==> src/rtl/mag_pkg.sv <==
// Shared types and address constants of the memory access guard.
package mag_pkg;

    // Command codes carried by i_cmd.
    localparam logic [1:0] CMD_READ      = 2'd0;
    localparam logic [1:0] CMD_WRITE     = 2'd1;
    localparam logic [1:0] CMD_ADD_WATCH = 2'd2;

    // Address map boundaries (half-open ranges, low bound inclusive).
    localparam logic [17:0] A_HOLE_A_LO  = 18'h0fefc;
    localparam logic [17:0] A_HOLE_A_HI  = 18'h0ff00;
    localparam logic [17:0] A_HOLE_B_LO  = 18'h0ff34;
    localparam logic [17:0] A_HOLE_B_HI  = 18'h0ff40;
    localparam logic [17:0] A_AUDIO_LO   = 18'h0ff40;
    localparam logic [17:0] A_AUDIO_HI   = 18'h0ff70;
    localparam logic [17:0] A_IO_LO      = 18'h0ff70;
    localparam logic [17:0] A_IO_STATUS  = 18'h0ff87;
    localparam logic [17:0] A_WR_HOLE_LO = 18'h0ff88;
    localparam logic [17:0] A_RD_HOLE_LO = 18'h0ff8c;
    localparam logic [17:0] A_IO_HI      = 18'h0ffa0;
    localparam logic [17:0] A_CTR_LO     = 18'h0ffa6;
    localparam logic [17:0] A_TOP_LO     = 18'h0ffb0;
    localparam logic [17:0] A_ROM_LO     = 18'h10000;
    localparam logic [17:0] A_PRAM_LO    = 18'h0e000;
    localparam logic [17:0] A_PRAM_HI    = 18'h0fb00;

    // Commands from the controller to the datapath.
    typedef struct packed {
        logic load;
        logic scan;
        logic finish;
    } t_ctrl_cmd;

    // Status from the datapath to the controller.
    typedef struct packed {
        logic need_scan;
        logic scan_done;
    } t_dp_status;

endpackage

==> src/rtl/memory_access_guard_with_watchpoints.sv <==
// Top level of the memory access guard: controller, datapath and checks.
//
// The block checks each bus transaction (read, write or add-watchpoint)
// against the console's address map and its watchpoint table.
// A transaction is taken at a rising edge where start is high and busy is
// low; the command, address, watch flags and pause flag are latched then.
// Busy stays high until the result is ready. The result appears on the o_
// result ports for exactly one cycle, marked by o_valid, and is taken at the
// edge that ends that cycle; the receiver cannot stall, so no result waits.
// Busy is already low during the o_valid cycle, so a new transaction can be
// started in that same cycle.
// Sequence: a decode step, then a walk over the watchpoint table, then a
// state update step. The walk is skipped when it is not needed (illegal
// access, counter byte, paused read or write, empty table, unused command);
// otherwise it stops at the first matching entry, or after all stored
// entries when nothing matches. The walk reads one table entry per cycle
// through the single read port of the table memory.
// Synchronous reset empties the table and clears the persistent RAM and
// audio flags; no clearing pass is needed, since only filled entries are read.
module memory_access_guard_with_watchpoints #(
    parameter int MAX_WATCH = 16,
    parameter int MAP_LAST  = 131071
) (
    input  logic        i_clk,
    input  logic        i_rst_n,
    input  logic        start,
    output logic        busy,
    input  logic [1:0]  i_cmd,
    input  logic [17:0] i_address,
    input  logic        i_watch_read,
    input  logic        i_watch_write,
    input  logic        i_paused,
    output logic        o_valid,
    output logic        o_allowed,
    output logic [3:0]  o_counter_byte,
    output logic        o_persistent_load,
    output logic        o_persistent_dirty,
    output logic        o_watch_hit,
    output logic        o_audio_turned_on,
    output logic        o_watch_dropped
);
    import mag_pkg::*;

    t_ctrl_cmd  ctrl;
    t_dp_status status;

    // The controller sequences decode, table walk and state update.
    mag_ctrl u_ctrl (
        .i_clk    (i_clk),
        .i_rst_n  (i_rst_n),
        .i_start  (start),
        .o_busy   (busy),
        .o_valid  (o_valid),
        .o_ctrl   (ctrl),
        .i_status (status)
    );

    // The datapath holds the watchpoint table, the sticky flags and the results.
    mag_dpath #(
        .MAX_WATCH (MAX_WATCH),
        .MAP_LAST  (MAP_LAST)
    ) u_dpath (
        .i_clk              (i_clk),
        .i_rst_n            (i_rst_n),
        .i_ctrl             (ctrl),
        .o_status           (status),
        .i_cmd              (i_cmd),
        .i_address          (i_address),
        .i_watch_read       (i_watch_read),
        .i_watch_write      (i_watch_write),
        .i_paused           (i_paused),
        .o_allowed          (o_allowed),
        .o_counter_byte     (o_counter_byte),
        .o_persistent_load  (o_persistent_load),
        .o_persistent_dirty (o_persistent_dirty),
        .o_watch_hit        (o_watch_hit),
        .o_audio_turned_on  (o_audio_turned_on),
        .o_watch_dropped    (o_watch_dropped)
    );

    // A result is only shown once the block has finished its transaction.
    a_valid_idle: assert property (@(posedge i_clk) disable iff (!i_rst_n)
        o_valid |-> !busy)
        else $error("result strobe while busy");

    // An accepted transaction always makes the block busy.
    a_accept_busy: assert property (@(posedge i_clk) disable iff (!i_rst_n)
        (start && !busy) |=> busy)
        else $error("transaction accepted without going busy");

    // Counter-byte reads are legal and never checked against watchpoints.
    a_counter_no_hit: assert property (@(posedge i_clk) disable iff (!i_rst_n)
        (o_valid && o_counter_byte != 4'd0) |-> (o_allowed && !o_watch_hit))
        else $error("counter byte result inconsistent");

    // A dropped watchpoint request is never combined with an access flag.
    a_drop_clean: assert property (@(posedge i_clk) disable iff (!i_rst_n)
        (o_valid && o_watch_dropped) |->
            (o_allowed && !o_watch_hit && !o_persistent_load && !o_audio_turned_on))
        else $error("dropped watchpoint with access flags");

endmodule

==> src/rtl/mag_ctrl.sv <==
// Controller state machine of the memory access guard.
module mag_ctrl (
    input  logic                  i_clk,
    input  logic                  i_rst_n,
    input  logic                  i_start,
    output logic                  o_busy,
    output logic                  o_valid,
    output mag_pkg::t_ctrl_cmd    o_ctrl,
    input  mag_pkg::t_dp_status   i_status
);
    import mag_pkg::*;

    typedef enum logic [3:0] {
        S_IDLE   = 4'b0001,
        S_DECODE = 4'b0010,
        S_SCAN   = 4'b0100,
        S_FINISH = 4'b1000
    } t_state;

    t_state r_state, n_state;
    logic   r_valid;

    always_comb begin
        n_state = r_state;
        case (r_state)
            S_IDLE: begin
                if (i_start) begin
                    n_state = S_DECODE;
                end
            end
            S_DECODE: begin
                n_state = i_status.need_scan ? S_SCAN : S_FINISH;
            end
            S_SCAN: begin
                if (i_status.scan_done) begin
                    n_state = S_FINISH;
                end
            end
            S_FINISH: begin
                n_state = S_IDLE;
            end
            default: begin
                n_state = S_IDLE;
            end
        endcase
    end

    always_ff @(posedge i_clk) begin
        if (!i_rst_n) begin
            r_state <= S_IDLE;
            r_valid <= 1'b0;
        end else begin
            r_state <= n_state;
            r_valid <= (r_state == S_FINISH);
        end
    end

    assign o_busy        = (r_state != S_IDLE);
    assign o_valid       = r_valid;
    assign o_ctrl.load   = (r_state == S_IDLE) && i_start;
    assign o_ctrl.scan   = (r_state == S_SCAN);
    assign o_ctrl.finish = (r_state == S_FINISH);

endmodule

==> src/rtl/mag_dpath.sv <==
// Datapath of the memory access guard: address decode, watchpoint table and flags.
module mag_dpath #(
    parameter int MAX_WATCH = 16,
    parameter int MAP_LAST  = 131071
) (
    input  logic                  i_clk,
    input  logic                  i_rst_n,
    input  mag_pkg::t_ctrl_cmd    i_ctrl,
    output mag_pkg::t_dp_status   o_status,
    input  logic [1:0]            i_cmd,
    input  logic [17:0]           i_address,
    input  logic                  i_watch_read,
    input  logic                  i_watch_write,
    input  logic                  i_paused,
    output logic                  o_allowed,
    output logic [3:0]            o_counter_byte,
    output logic                  o_persistent_load,
    output logic                  o_persistent_dirty,
    output logic                  o_watch_hit,
    output logic                  o_audio_turned_on,
    output logic                  o_watch_dropped
);
    import mag_pkg::*;

    localparam int CNT_W = $clog2(MAX_WATCH + 1);
    localparam int IDX_W = (MAX_WATCH > 1) ? $clog2(MAX_WATCH) : 1;
    localparam logic [CNT_W-1:0] DEPTH      = CNT_W'(MAX_WATCH);
    localparam logic [17:0]      MAP_LAST_A = 18'(MAP_LAST);

    typedef struct packed {
        logic [15:0] addr;
        logic        on_rd;
        logic        on_wr;
    } t_watch_entry;

    t_watch_entry r_mem [MAX_WATCH];

    // Latched transaction.
    logic [1:0]  r_cmd;
    logic [17:0] r_addr;
    logic        r_wrd, r_wwr, r_paused;

    // Scan state.
    logic [CNT_W-1:0] r_ptr;
    logic             r_cmp_vld;
    logic [IDX_W-1:0] r_cmp_idx;
    t_watch_entry     r_rdata;
    logic             r_found;
    logic [IDX_W-1:0] r_hit_idx;
    logic             r_hit_rd, r_hit_wr;

    // Persistent state.
    logic [CNT_W-1:0] r_count;
    logic             r_seen, r_written, r_audio_on;

    // Result registers.
    logic       r_allowed, r_load, r_dirty, r_hit, r_audio, r_dropped;
    logic [3:0] r_counter;

    logic is_rd, is_wr, is_add;
    logic rd_bad, wr_bad, rd_ok, wr_ok;
    logic ctr_rng, pram_rng, audio_rng;
    logic issue, cmp_eq, touch, append;
    logic we;
    logic [IDX_W-1:0] widx;
    t_watch_entry     wdata;
    logic       n_allowed, n_load, n_written, n_hit, n_audio, n_dropped;
    logic [3:0] n_counter;

    // Address decode of the latched transaction.
    always_comb begin
        is_rd  = (r_cmd == CMD_READ);
        is_wr  = (r_cmd == CMD_WRITE);
        is_add = (r_cmd == CMD_ADD_WATCH);

        rd_bad = (r_addr > MAP_LAST_A)
              || (r_addr >= A_HOLE_A_LO  && r_addr < A_HOLE_A_HI)
              || (r_addr >= A_HOLE_B_LO  && r_addr < A_HOLE_B_HI)
              || (r_addr >= A_RD_HOLE_LO && r_addr < A_IO_HI)
              || (r_addr >= A_TOP_LO     && r_addr < A_ROM_LO);
        wr_bad = (r_addr >= A_ROM_LO)
              || (r_addr >= A_HOLE_A_LO  && r_addr < A_HOLE_A_HI)
              || (r_addr >= A_HOLE_B_LO  && r_addr < A_HOLE_B_HI)
              || (r_addr >= A_WR_HOLE_LO && r_addr < A_ROM_LO)
              || (r_addr >= A_IO_LO && r_addr < A_IO_HI && r_addr != A_IO_STATUS);

        ctr_rng   = (r_addr >= A_CTR_LO   && r_addr < A_TOP_LO);
        pram_rng  = (r_addr >= A_PRAM_LO  && r_addr < A_PRAM_HI);
        audio_rng = (r_addr >= A_AUDIO_LO && r_addr < A_AUDIO_HI);

        rd_ok = is_rd && !rd_bad;
        wr_ok = is_wr && !wr_bad;
    end

    // Table walk: one read issued per cycle, compared the cycle after.
    assign issue  = (r_ptr < r_count);
    assign cmp_eq = r_cmp_vld && (r_rdata.addr == r_addr[15:0]);

    assign o_status.need_scan = (r_count != '0)
        && (is_add || ((((rd_ok && !ctr_rng) || wr_ok)) && !r_paused));
    assign o_status.scan_done = cmp_eq || (!r_cmp_vld && (r_ptr != '0));

    // Outcome of the transaction.
    always_comb begin
        touch     = pram_rng && ((rd_ok && !ctr_rng) || wr_ok);
        append    = is_add && !r_found && (r_count < DEPTH);
        n_allowed = rd_ok || wr_ok || is_add;
        n_counter = (rd_ok && ctr_rng) ? 4'(r_addr - (A_CTR_LO - 18'd1)) : 4'd0;
        n_load    = touch && !r_seen;
        n_written = r_written || (wr_ok && pram_rng);
        n_hit     = r_found && ((rd_ok && r_hit_rd) || (wr_ok && r_hit_wr));
        n_audio   = wr_ok && audio_rng && !r_audio_on;
        n_dropped = is_add && !r_found && (r_count >= DEPTH);

        we          = i_ctrl.finish && is_add && (r_found || append);
        widx        = r_found ? r_hit_idx : r_count[IDX_W-1:0];
        wdata.addr  = r_addr[15:0];
        wdata.on_rd = r_wrd || (r_found && r_hit_rd);
        wdata.on_wr = r_wwr || (r_found && r_hit_wr);
    end

    // Watchpoint table.
    always_ff @(posedge i_clk) begin
        if (we) begin
            r_mem[widx] <= wdata;
        end
        if (i_ctrl.scan && issue) begin
            r_rdata <= r_mem[r_ptr[IDX_W-1:0]];
        end
    end

    // Control state.
    always_ff @(posedge i_clk) begin
        if (!i_rst_n) begin
            r_ptr      <= '0;
            r_cmp_vld  <= 1'b0;
            r_found    <= 1'b0;
            r_count    <= '0;
            r_seen     <= 1'b0;
            r_written  <= 1'b0;
            r_audio_on <= 1'b0;
        end else begin
            if (i_ctrl.load) begin
                r_ptr     <= '0;
                r_cmp_vld <= 1'b0;
                r_found   <= 1'b0;
            end else if (i_ctrl.scan) begin
                if (issue) begin
                    r_ptr <= r_ptr + 1'b1;
                end
                r_cmp_vld <= issue;
                if (cmp_eq) begin
                    r_found <= 1'b1;
                end
            end
            if (i_ctrl.finish) begin
                r_seen     <= r_seen || touch;
                r_written  <= n_written;
                r_audio_on <= r_audio_on || n_audio;
                if (append) begin
                    r_count <= r_count + 1'b1;
                end
            end
        end
    end

    // Payload registers.
    always_ff @(posedge i_clk) begin
        if (i_ctrl.load) begin
            r_cmd    <= i_cmd;
            r_addr   <= i_address;
            r_wrd    <= i_watch_read;
            r_wwr    <= i_watch_write;
            r_paused <= i_paused;
        end
        if (i_ctrl.scan) begin
            r_cmp_idx <= r_ptr[IDX_W-1:0];
            if (cmp_eq) begin
                r_hit_idx <= r_cmp_idx;
                r_hit_rd  <= r_rdata.on_rd;
                r_hit_wr  <= r_rdata.on_wr;
            end
        end
        if (i_ctrl.finish) begin
            r_allowed <= n_allowed;
            r_counter <= n_counter;
            r_load    <= n_load;
            r_dirty   <= n_written;
            r_hit     <= n_hit;
            r_audio   <= n_audio;
            r_dropped <= n_dropped;
        end
    end

    assign o_allowed          = r_allowed;
    assign o_counter_byte     = r_counter;
    assign o_persistent_load  = r_load;
    assign o_persistent_dirty = r_dirty;
    assign o_watch_hit        = r_hit;
    assign o_audio_turned_on  = r_audio;
    assign o_watch_dropped    = r_dropped;

endmodule
==> config.mk <==
export PLATFORM = sky130hd
export DESIGN_NAME = memory_access_guard_with_watchpoints
export DESIGN_NICKNAME = d
export VERILOG_FILES = /design/src/rtl/mag_pkg.sv /design/src/rtl/memory_access_guard_with_watchpoints.sv /design/src/rtl/mag_ctrl.sv /design/src/rtl/mag_dpath.sv
export SDC_FILE = /design/constraint.sdc
export NUM_CORES = 1
export LEC_CHECK = 0
export BUFFER_PORTS_ARGS = -buffer_cell sky130_fd_sc_hd__buf_2
export CORE_MARGIN = 2
export CORE_UTILIZATION = 55
export CTS_CLUSTER_SIZE = 20
export DETAILED_ROUTE_END_ITERATION = 10
export PLACE_DENSITY = 0.72
export SLEW_MARGIN = 20
export SYNTH_ARGS = -nofsm -noshare
export SYNTH_HDL_FRONTEND = slang
export SYNTH_HIERARCHICAL = 1
export SYNTH_SLANG_ARGS = --single-unit
==> constraint.sdc <==
create_clock -name i_clk -period 3.4 [get_ports i_clk]
set_clock_uncertainty 0.1 [all_clocks]
set_input_delay 0.17 -clock i_clk [delete_from_list [all_inputs] [get_ports i_clk]]
set_output_delay 0.17 -clock i_clk [all_outputs]
set_load 0.005 [all_outputs]
Yosys cells after proc, flatten, opt, wreduce, memory -nomap -nowiden
Memory sizes are Yosys's and may differ from the RTL's. A register that Yosys moved wholly into a read port is not among the register bits. Index checks and enable logic that the tools add are counted.

Reductions and logical operators: 71. $add $sub $neg: 3. Magnitude comparators: 21. Bitwise gates (word level): 1. Muxes and demuxes: 7. Equality and inequality tests: 11.

Operator list (number): greater-or-equal comparator 18 x 16 -> 1 bit, second input constant (9); less-than comparator 18 x 16 -> 1 bit, second input constant (6); logical AND 1 bit (35); logical OR 1 bit (20); greater-or-equal comparator 18 x 17 -> 1 bit, second input constant (1); greater-than comparator 18 x 17 -> 1 bit, second input constant (1); less-than comparator 18 x 17 -> 1 bit, second input constant (1); != test 18 x 16 -> 1 bit, second input constant (1); == test 16 bit (1); 2-to-1 mux 4 bit (4); one-hot mux 4 bit (3 select lines) (1); adder 5 x 1 -> 5 bit, second input constant (2); nonzero test 5 bit (2); logical NOT 1 bit (8); AND reduction 2 bit (4); greater-or-equal comparator 5 bit, second input constant (1); less-than comparator 5 bit (1); less-than comparator 5 bit, second input constant (1); == test 4 x 1 -> 1 bit, second input constant (1); == test 4 x 2 -> 1 bit, second input constant (1); == test 4 x 3 -> 1 bit, second input constant (1); == test 4 bit, second input constant (1); != test 2 bit, second input constant (2); != test 4 x 1 -> 1 bit, second input constant (1); 7 further kinds (8).

Word-level logic and storage cells: 140. Input bits: 26. Flip-flop bits (word level): 63. Output and inout bits: 12. Bits in writable memories: 288. Memories kept: 1.

Memories: u_dpath.r_mem (depth 16, bits a word 18, rd ports 1, clocked after memory_dff 1, write ports 1, line mag_dpath.sv:36) `t_watch_entry r_mem [MAX_WATCH];`.

Logic depth before layout (Yosys ltp)
Gate-level depths: netlist of the first run.

Depth in word-level cells: 15. Depth in mapped cells: 9. Depth with buffers taken out: 8.

By module
Netlist of the first run, hierarchy kept.

Modules (own cells, without submodules): mag_dpath (seq. area each 10780.3 um^2, cells each 678, instances 1, area each 14138.6 um^2); mag_ctrl (seq. area each 100.1 um^2, cells each 23, instances 1, area each 241.5 um^2).

Worst setup path after synthesis of the first run
No wires, ideal clock.

Kind: register to register. From: register u_ctrl.r_state[1]. To: memory u_dpath/r_mem[3][0] (netlist bit) (enable). Period minus slack after synthesis: 2.997 ns. Buffers on the path: 1. Library setup time: 0.393 ns. Slack: 0.403 ns. Arrival time: 2.505 ns. Stages on the path, launching flop included: 7. Data required time: 2.907 ns. Cells stage by stage: dfxtp_1 buf_2 nor4b_2 nand3b_1 nor2_1 nand2_1 nor2_1.

RTL lines: start, declared (line mag_ctrl.sv:20) `t_state r_state, n_state;`; start signal, assigned (line mag_ctrl.sv:53) `r_state <= n_state;`; end, declared (line mag_dpath.sv:36).

==> flow_summary.yaml, run 1 <==
synth:
  synth_top_area_share_pct: 72.9
  yosysWarnings: 6
  synth-seq-cells: 369
  synth.distinct_cells: 46
  syn_nets: 737
  synth_edf_count: 349
  async_reset_ff_share_pct: 0
  syn-mean-instance-area_um2: 20.5
  synth_seq_area_share_pct: 75.7
  ys_top_cells_by_area: "edfxtp_1, mux4_2, dfxtp_1"
  netlist_instances: 701
  synth_ff_type: "edfxtp_1"
  netlist_area_um2: 14400
  synth_top_area_cell: "edfxtp_1"
timing:
  finalSetupTns_ns: 0
  slew_headroom_pct: 46.9
  hold_viol_final: 0
  drv_slew: 0
  max_freq_ghz: 0.346
  rsz0062_at_grt: "false"
  fin_crit_ns: 2.89
  tightest_slew_ns: 0.797
  finalSetupViolations: 0
  finalCritPeriodShare_pct: 85.0
global_route:
  track_usage_pct: 24.3
  grt_pass1_wl_mm: 48.9
  overflow: 0
  antenna_found_initial: 0
  grt_max_degree: 78
  grt_pass1_vias: 7637
worst_setup_path:
  cp_data_required_time_ns: 3.73
  cp-start-kind: "register"
  regToRegStartpoint: "u_dpath/r_addr[13]$_DFFE_PP_"
  critPathArrivalTime_ns: 3.22
  ff2ff_path_depth: 9
  crit_type: "reg2reg"
  cp-startpoint: "u_dpath/r_addr[13]$_DFFE_PP_"
  path_max_fanout: 18
  cp-end-kind: "register"
hold_path:
  hp-start: "i_address[1]"
  hold_class: "in2reg"
  whs_path_depth: 2
route:
  drc_errors: 0
  wl_per_cell_um: 27.7
  drt_iter0_markers: 885
  vias: 7446
  drt_wl_total_mm: 32.6
  via_per_inst: 6.33
  drt_pass1_iterations: 5
  drtAntennaViolNets: 0
power:
  seqPwrFrac_pct: 54.0
  peakVddDrop_mv: 0.399
  p_per_area_nw_per_um2: 557
  switching_power_w: 0.00175
  p_int_w: 0.00762
  fin_total_pwr_w: 0.00937
  p_comb_share_pct: 1.8
  p_leak_nw: 5.27
  power_switching_share_pct: 18.7
  p_clk_share_pct: 44.2
status:
  status: "complete, no violations"
cells_and_area:
  diodes: 0
  nNetsFinal: 851
  fin_util_pct: 65.1
  drive_above_1_share_pct: 28.9
  areaGrowthSynthToFinish_pct: 16.9
clocking:
  cts_buffer_depth: 3
  root_buffer: "clkbuf_16"
  cts-buffers-inserted: 37
  cts_tree: "built"
  clkTransAtPathRegs_ns: 0.06
  htree_levels: 2
  clock_latency_ns: 0.51
  numClockSinks: 369
  ctsResizeCount: 0
flow_run:
  drv_cap: 0
floorplan:
  die_width_um: 166
  num_io_pins: 38
  chipHeight_um: 166
  dieArea_um2: 27500
  initial_core_util_pct: 55.7
  rows: 59
  coreArea_um2: 25800
place:
  io_buffers: 37
  gp_congestion: 0.981
  post-dp-hpwl_mm: 18.6
## layer usage
metal | part of all wire, % | track usage [%]
met1 | 40 | 35.4
met2 | 48 | 37.9
met3 | 8.8 | 4.49
met4 | 3.1 | 7.83
met5 | 0 | 0
## what timing repair did
item	4_1_cts	5_1_grt
endpoints found under the hold margin	34	0
hold buffers	25	0
setup buffers	0	0
## synth_stat cells, types with 8 or more instances
cell type / n
nor2_1: 37
buf_2: 8
edfxtp_1: 349
nand2_1: 21
a21oi_1: 15
inv_1: 19
nand3_1: 9
ha_1: 10
clkbuf_1: 17
xnor2_1: 18
dfxtp_1: 20
mux4_2: 90
## area by class of cell
cell class | count | area, um^2
clock buffers | 46 | 1000
clock inverters | 20 | 246
fillers | 1684 | 9020
inverters | 19 | 71.3
multi-input cells | 285 | 3350
flip-flops and latches | 369 | 10900
well taps | 335 | 419
repair buffers | 103 | 831
## power groups by stage
stage	Clock (W)	Combinational [W]	Sequential, W
final	0.00414	0.000173	0.00505
after global routing	0.00437	0.000188	0.00506
after CTS	0.00420	0.000172	0.00505
after detailed placement	0	0.000149	0.00515
after global placement	0	0.000141	0.00514
after floorplan	0	0.0000660	0.00514
## final timing paths
| check | end | slack, ns |
|---|---|---|
| hold / removal | u_dpath/r_addr[1]$_DFFE_PP_ | 0.27 |
| hold reg to reg | u_dpath/r_hit_idx[0]$_DFFE_PP_ | 0.32 |
| setup reg to reg | u_ctrl/r_state[3]$_SDFFE_PN0P_ | 0.51 |
| setup / recovery | u_ctrl/r_state[3]$_SDFFE_PN0P_ | 0.51 |
## layout by cell type, fill, tap and decap left out, drive strengths merged, types with 2 or more instances in the layout
| master | instances |
|---|---|
| edfxtp | 349 |
| mux4 | 90 |
| buf | 78 |
| clkbuf | 46 |
| nor2 | 37 |
| dlygate4sd3 | 25 |
| nand2 | 21 |
| inv | 20 |
| dfxtp | 20 |
| xnor2 | 18 |
| a21oi | 15 |
| clkinv | 12 |
| ha | 10 |
| nand3 | 9 |
| bufinv | 6 |
| and2 | 6 |
| nor4 | 6 |
| xor2 | 6 |
| nand4 | 5 |
| nand2b | 5 |
| o21ai | 5 |
| or3 | 5 |
| nor3 | 4 |
| o21a | 4 |
| nor4b | 4 |
| or3b | 3 |
| nand3b | 3 |
| nor2b | 3 |
| o21bai | 3 |
| a21o | 3 |
| a2bb2oi | 2 |
| o211ai | 2 |
| a32oi | 2 |
| mux2i | 2 |
| o31ai | 2 |
| or2 | 2 |
## sequential cells by signal, indices dropped and copies added, names as in the netlist, 2 cells and up
| register | cells |
|---|---|
| u_dpath/r_ptr | 5 |
| u_dpath/r_hit_idx | 4 |
| u_ctrl/r_state | 4 |
| u_dpath/r_rdata | 18 |
| u_dpath/r_count | 5 |
| u_dpath/r_mem | 288 |
| u_dpath/o_counter_byte | 4 |
| u_dpath/r_addr | 18 |
| u_dpath/r_cmp_idx | 4 |
| u_dpath/r_cmd | 2 |
## through the flow
stage / worst slack [ns] / cells / hold WS (ns) / instance area, um^2
3_5_place_dp: 0.570 / 1086 / 0.250 / 15300
5_1_grt: 0.323 / 1177 / 0.250 / 16800
6_report: 0.509 / 1177 / 0.267 / 16800
2_1_floorplan: 0.403 / 701 / 0.169 / 14400
4_1_cts: 0.538 / 1177 / 0.249 / 16800
3_3_place_gp: 0.640 / 1086 / 0.248 / 15300
## worst max-delay path: stages (launching register included)
cell and delay [ns]:
edfxtp_1 0.32, buf_4 0.20, nand3_1 0.19, or3_4 0.39, or3_4 0.43, nor3_1 0.38, o21a_4 0.21, a21oi_1 0.08
or3b_1 0.36, a21oi_1 0.16
## cell families after synthesis
| logic type | after synthesis | share of synthesized area [%] |
|---|---|---|
| xor gates and xnor gates | 24 | 1.46 |
| AOI/OAI and AO/OA | 45 | 2.31 |
| muxes | 92 | 14.2 |
| and+or+nand+nor | 114 | 4.17 |
| DFF | 369 | 75.7 |
| buffers and inverters | 47 | 1.30 |
| adders and majority gates | 10 | 0.870 |
(Power assumes the default switching activity.)
==> inputs of run 2 (changes only) <==
--- a/config.mk
+++ b/config.mk
@@ -8,5 +8,5 @@
 export BUFFER_PORTS_ARGS = -buffer_cell sky130_fd_sc_hd__buf_2
+export CAP_MARGIN = 5
 export CORE_MARGIN = 2
 export CORE_UTILIZATION = 55
-export CTS_CLUSTER_SIZE = 20
 export DETAILED_ROUTE_END_ITERATION = 10
==> constraint.sdc (replaced) <==
create_clock -name i_clk -period 3.4 [get_ports i_clk]
set_clock_uncertainty 0.1 [all_clocks]
set_input_delay 0.51 -clock i_clk [delete_from_list [all_inputs] [get_ports i_clk]]
set_output_delay 0.51 -clock i_clk [all_outputs]
set_load 0.005 [all_outputs]
==> flow_summary.yaml, run 2 (synthesis results as in run 1) <==
clocking:
  root_buffer: "clkbuf_16"
  htree_levels: 2
  cts_tree: "built"
  post-cts-setup-buffer-count: 0
  cts_buffer_depth: 3
  cts-buffers-inserted: 37
  numClockSinks: 369
  ctsResizeCount: 0
  holdBufCountCts: 0
  clkTransAtPathRegs_ns: 0.06
  clock_latency_ns: 0.52
hold_path:
  hold_end: "u_dpath/r_addr[17]$_DFFE_PP_"
  hp-start: "i_address[17]"
  whs_path_depth: 1
  hold_class: "in2reg"
worst_setup_path:
  ff2ff_setup_slack_ns: 0.52
  crit_type: "reg2reg"
  regToRegStartpoint: "u_dpath/r_addr[13]$_DFFE_PP_"
  critPathArrivalTime_ns: 3.22
  cpLargestDelayFamily: "simple AND/OR/NAND/NOR gates"
  cp-end-kind: "register"
  cp-start-kind: "register"
  slowest_delay_ns: 0.43
  cp_data_required_time_ns: 3.74
  path_buf_inv: 1
  worst_r2r_endpoint: "u_ctrl/r_state[3]$_SDFFE_PN0P_"
  path_cells: "buf_4 > nand3_1 > or3_4 > or3_4 > nor3_1 > o21a_4 > a21oi_1 > or3b_1 > a21oi_1"
  ff2ff_path_depth: 9
  path_max_fanout: 18
  cp-startpoint: "u_dpath/r_addr[13]$_DFFE_PP_"
  slowest_stage: "or3_4"
timing:
  fin_crit_ns: 2.88
  slew_headroom_pct: 46.3
  rsz0062_at_grt: "false"
  finalSetupTns_ns: 0
  finalCritPeriodShare_pct: 84.7
  finalSetupViolations: 0
  drv_slew: 0
  hold_viol_final: 0
  max_freq_ghz: 0.347
  tightest_slew_ns: 0.806
power:
  p_int_w: 0.00760
  seqPwrFrac_pct: 54.1
  p_per_area_nw_per_um2: 564
  p_leak_nw: 5.17
  p_clk_share_pct: 44.3
  peakVddDrop_mv: 0.393
  p_comb_share_pct: 1.6
  switching_power_w: 0.00175
  power_switching_share_pct: 18.7
floorplan:
  rows: 59
  num_io_pins: 38
  dieArea_um2: 27500
  die_width_um: 166
  initial_core_util_pct: 55.7
  chipHeight_um: 166
  coreArea_um2: 25800
place:
  post-dp-hpwl_mm: 18.6
  gp_congestion: 0.981
  placed_cell_area_um2: 15300
  io_buffers: 37
flow_run:
  drv_cap: 0
route:
  drc_errors: 0
  drt_pass1_iterations: 6
  vias: 7359
  drt_iter0_markers: 839
  drt_wl_total_mm: 32.4
  drtAntennaViolNets: 0
  wl_per_cell_um: 28.2
  via_per_inst: 6.39
cells_and_area:
  fin_util_pct: 64.1
  top_register: "u_dpath/r_mem"
  drive_above_1_share_pct: 29.7
  layout_commonest_cell: "edfxtp_1"
  final_cell_mix: "edfxtp_1, mux4_2, clkbuf_16"
  top_regs: "u_dpath/r_mem (288), u_dpath/r_addr (18), u_dpath/r_rdata (18)"
  design_area_um2: 16600
  areaGrowthSynthToFinish_pct: 15.2
  diodes: 0
  largest_reg_flops: 288
  nNetsFinal: 826
global_route:
  overflow: 0
  grt_pass1_vias: 7519
  antenna_found_initial: 1
  top_usage_layer: "met2"
  grt_pass1_wl_mm: 48.5
  grtUsageMet1_pct: 35.0
  grt_use_met3_pct: 4.85
  grtUsageMet2_pct: 37.4
  track_usage_pct: 24.1
  grt_max_degree: 78
status:
  status: "complete, no violations"
==> run 2: worst max path at each step <==
| stage | endpoint | slack, ns | cells after the start |
|---|---|---|---|
| floorplan | u_dpath/r_mem[3][0]$_DFFE_PP_ | 0.40 | 6 |
| global placement | u_ctrl/r_state[3]$_SDFFE_PN0P_ | 0.64 | 9 |
| detailed placement | u_ctrl/r_state[3]$_SDFFE_PN0P_ | 0.57 | 9 |
| CTS | u_ctrl/r_state[3]$_SDFFE_PN0P_ | 0.54 | 9 |
| global route | u_ctrl/r_state[3]$_SDFFE_PN0P_ | 0.32 | 9 |
| finish | u_ctrl/r_state[3]$_SDFFE_PN0P_ | 0.52 | 9 |
==> run 2: cell type report <==
type | instances | area, um^2
Sequential cell | 369 | 10900
Fill cell | 1701 | 9280
Multi-Input combinational cell | 285 | 3350
Clock buffer | 46 | 1000
Timing Repair Buffer | 78 | 581
Tap cell | 335 | 419
Clock inverter | 20 | 246
Inverter | 19 | 71.3
==> run 2: power by group through the flow <==
stage | clock network [W] | logic (W) | registers, W
after global placement | 0 | 0.000141 | 0.00514
final | 0.00414 | 0.000150 | 0.00505
after CTS | 0.00420 | 0.000150 | 0.00505
after floorplan | 0 | 0.0000660 | 0.00514
after global routing | 0.00437 | 0.000163 | 0.00506
after detailed placement | 0 | 0.000149 | 0.00515
==> run 2: layer usage <==
metal	wire length (um)	part of all wire [%]
met5	9	0.028
met1	13100	40
met2	15400	47
met3	2890	8.9
met4	1060	3.3
==> run 2: stage by stage <==
step	hold slack (ns)	std cells	power (W)	worst slack [ns]
after detailed placement	0.306	1086	0.00530	0.570
after CTS	0.0563	1152	0.00940	0.538
after global placement	0.302	1086	0.00528	0.640
final	0.0685	1152	0.00935	0.519
after global routing	0.0542	1152	0.00959	0.324
after floorplan	0.300	701	0.00521	0.403
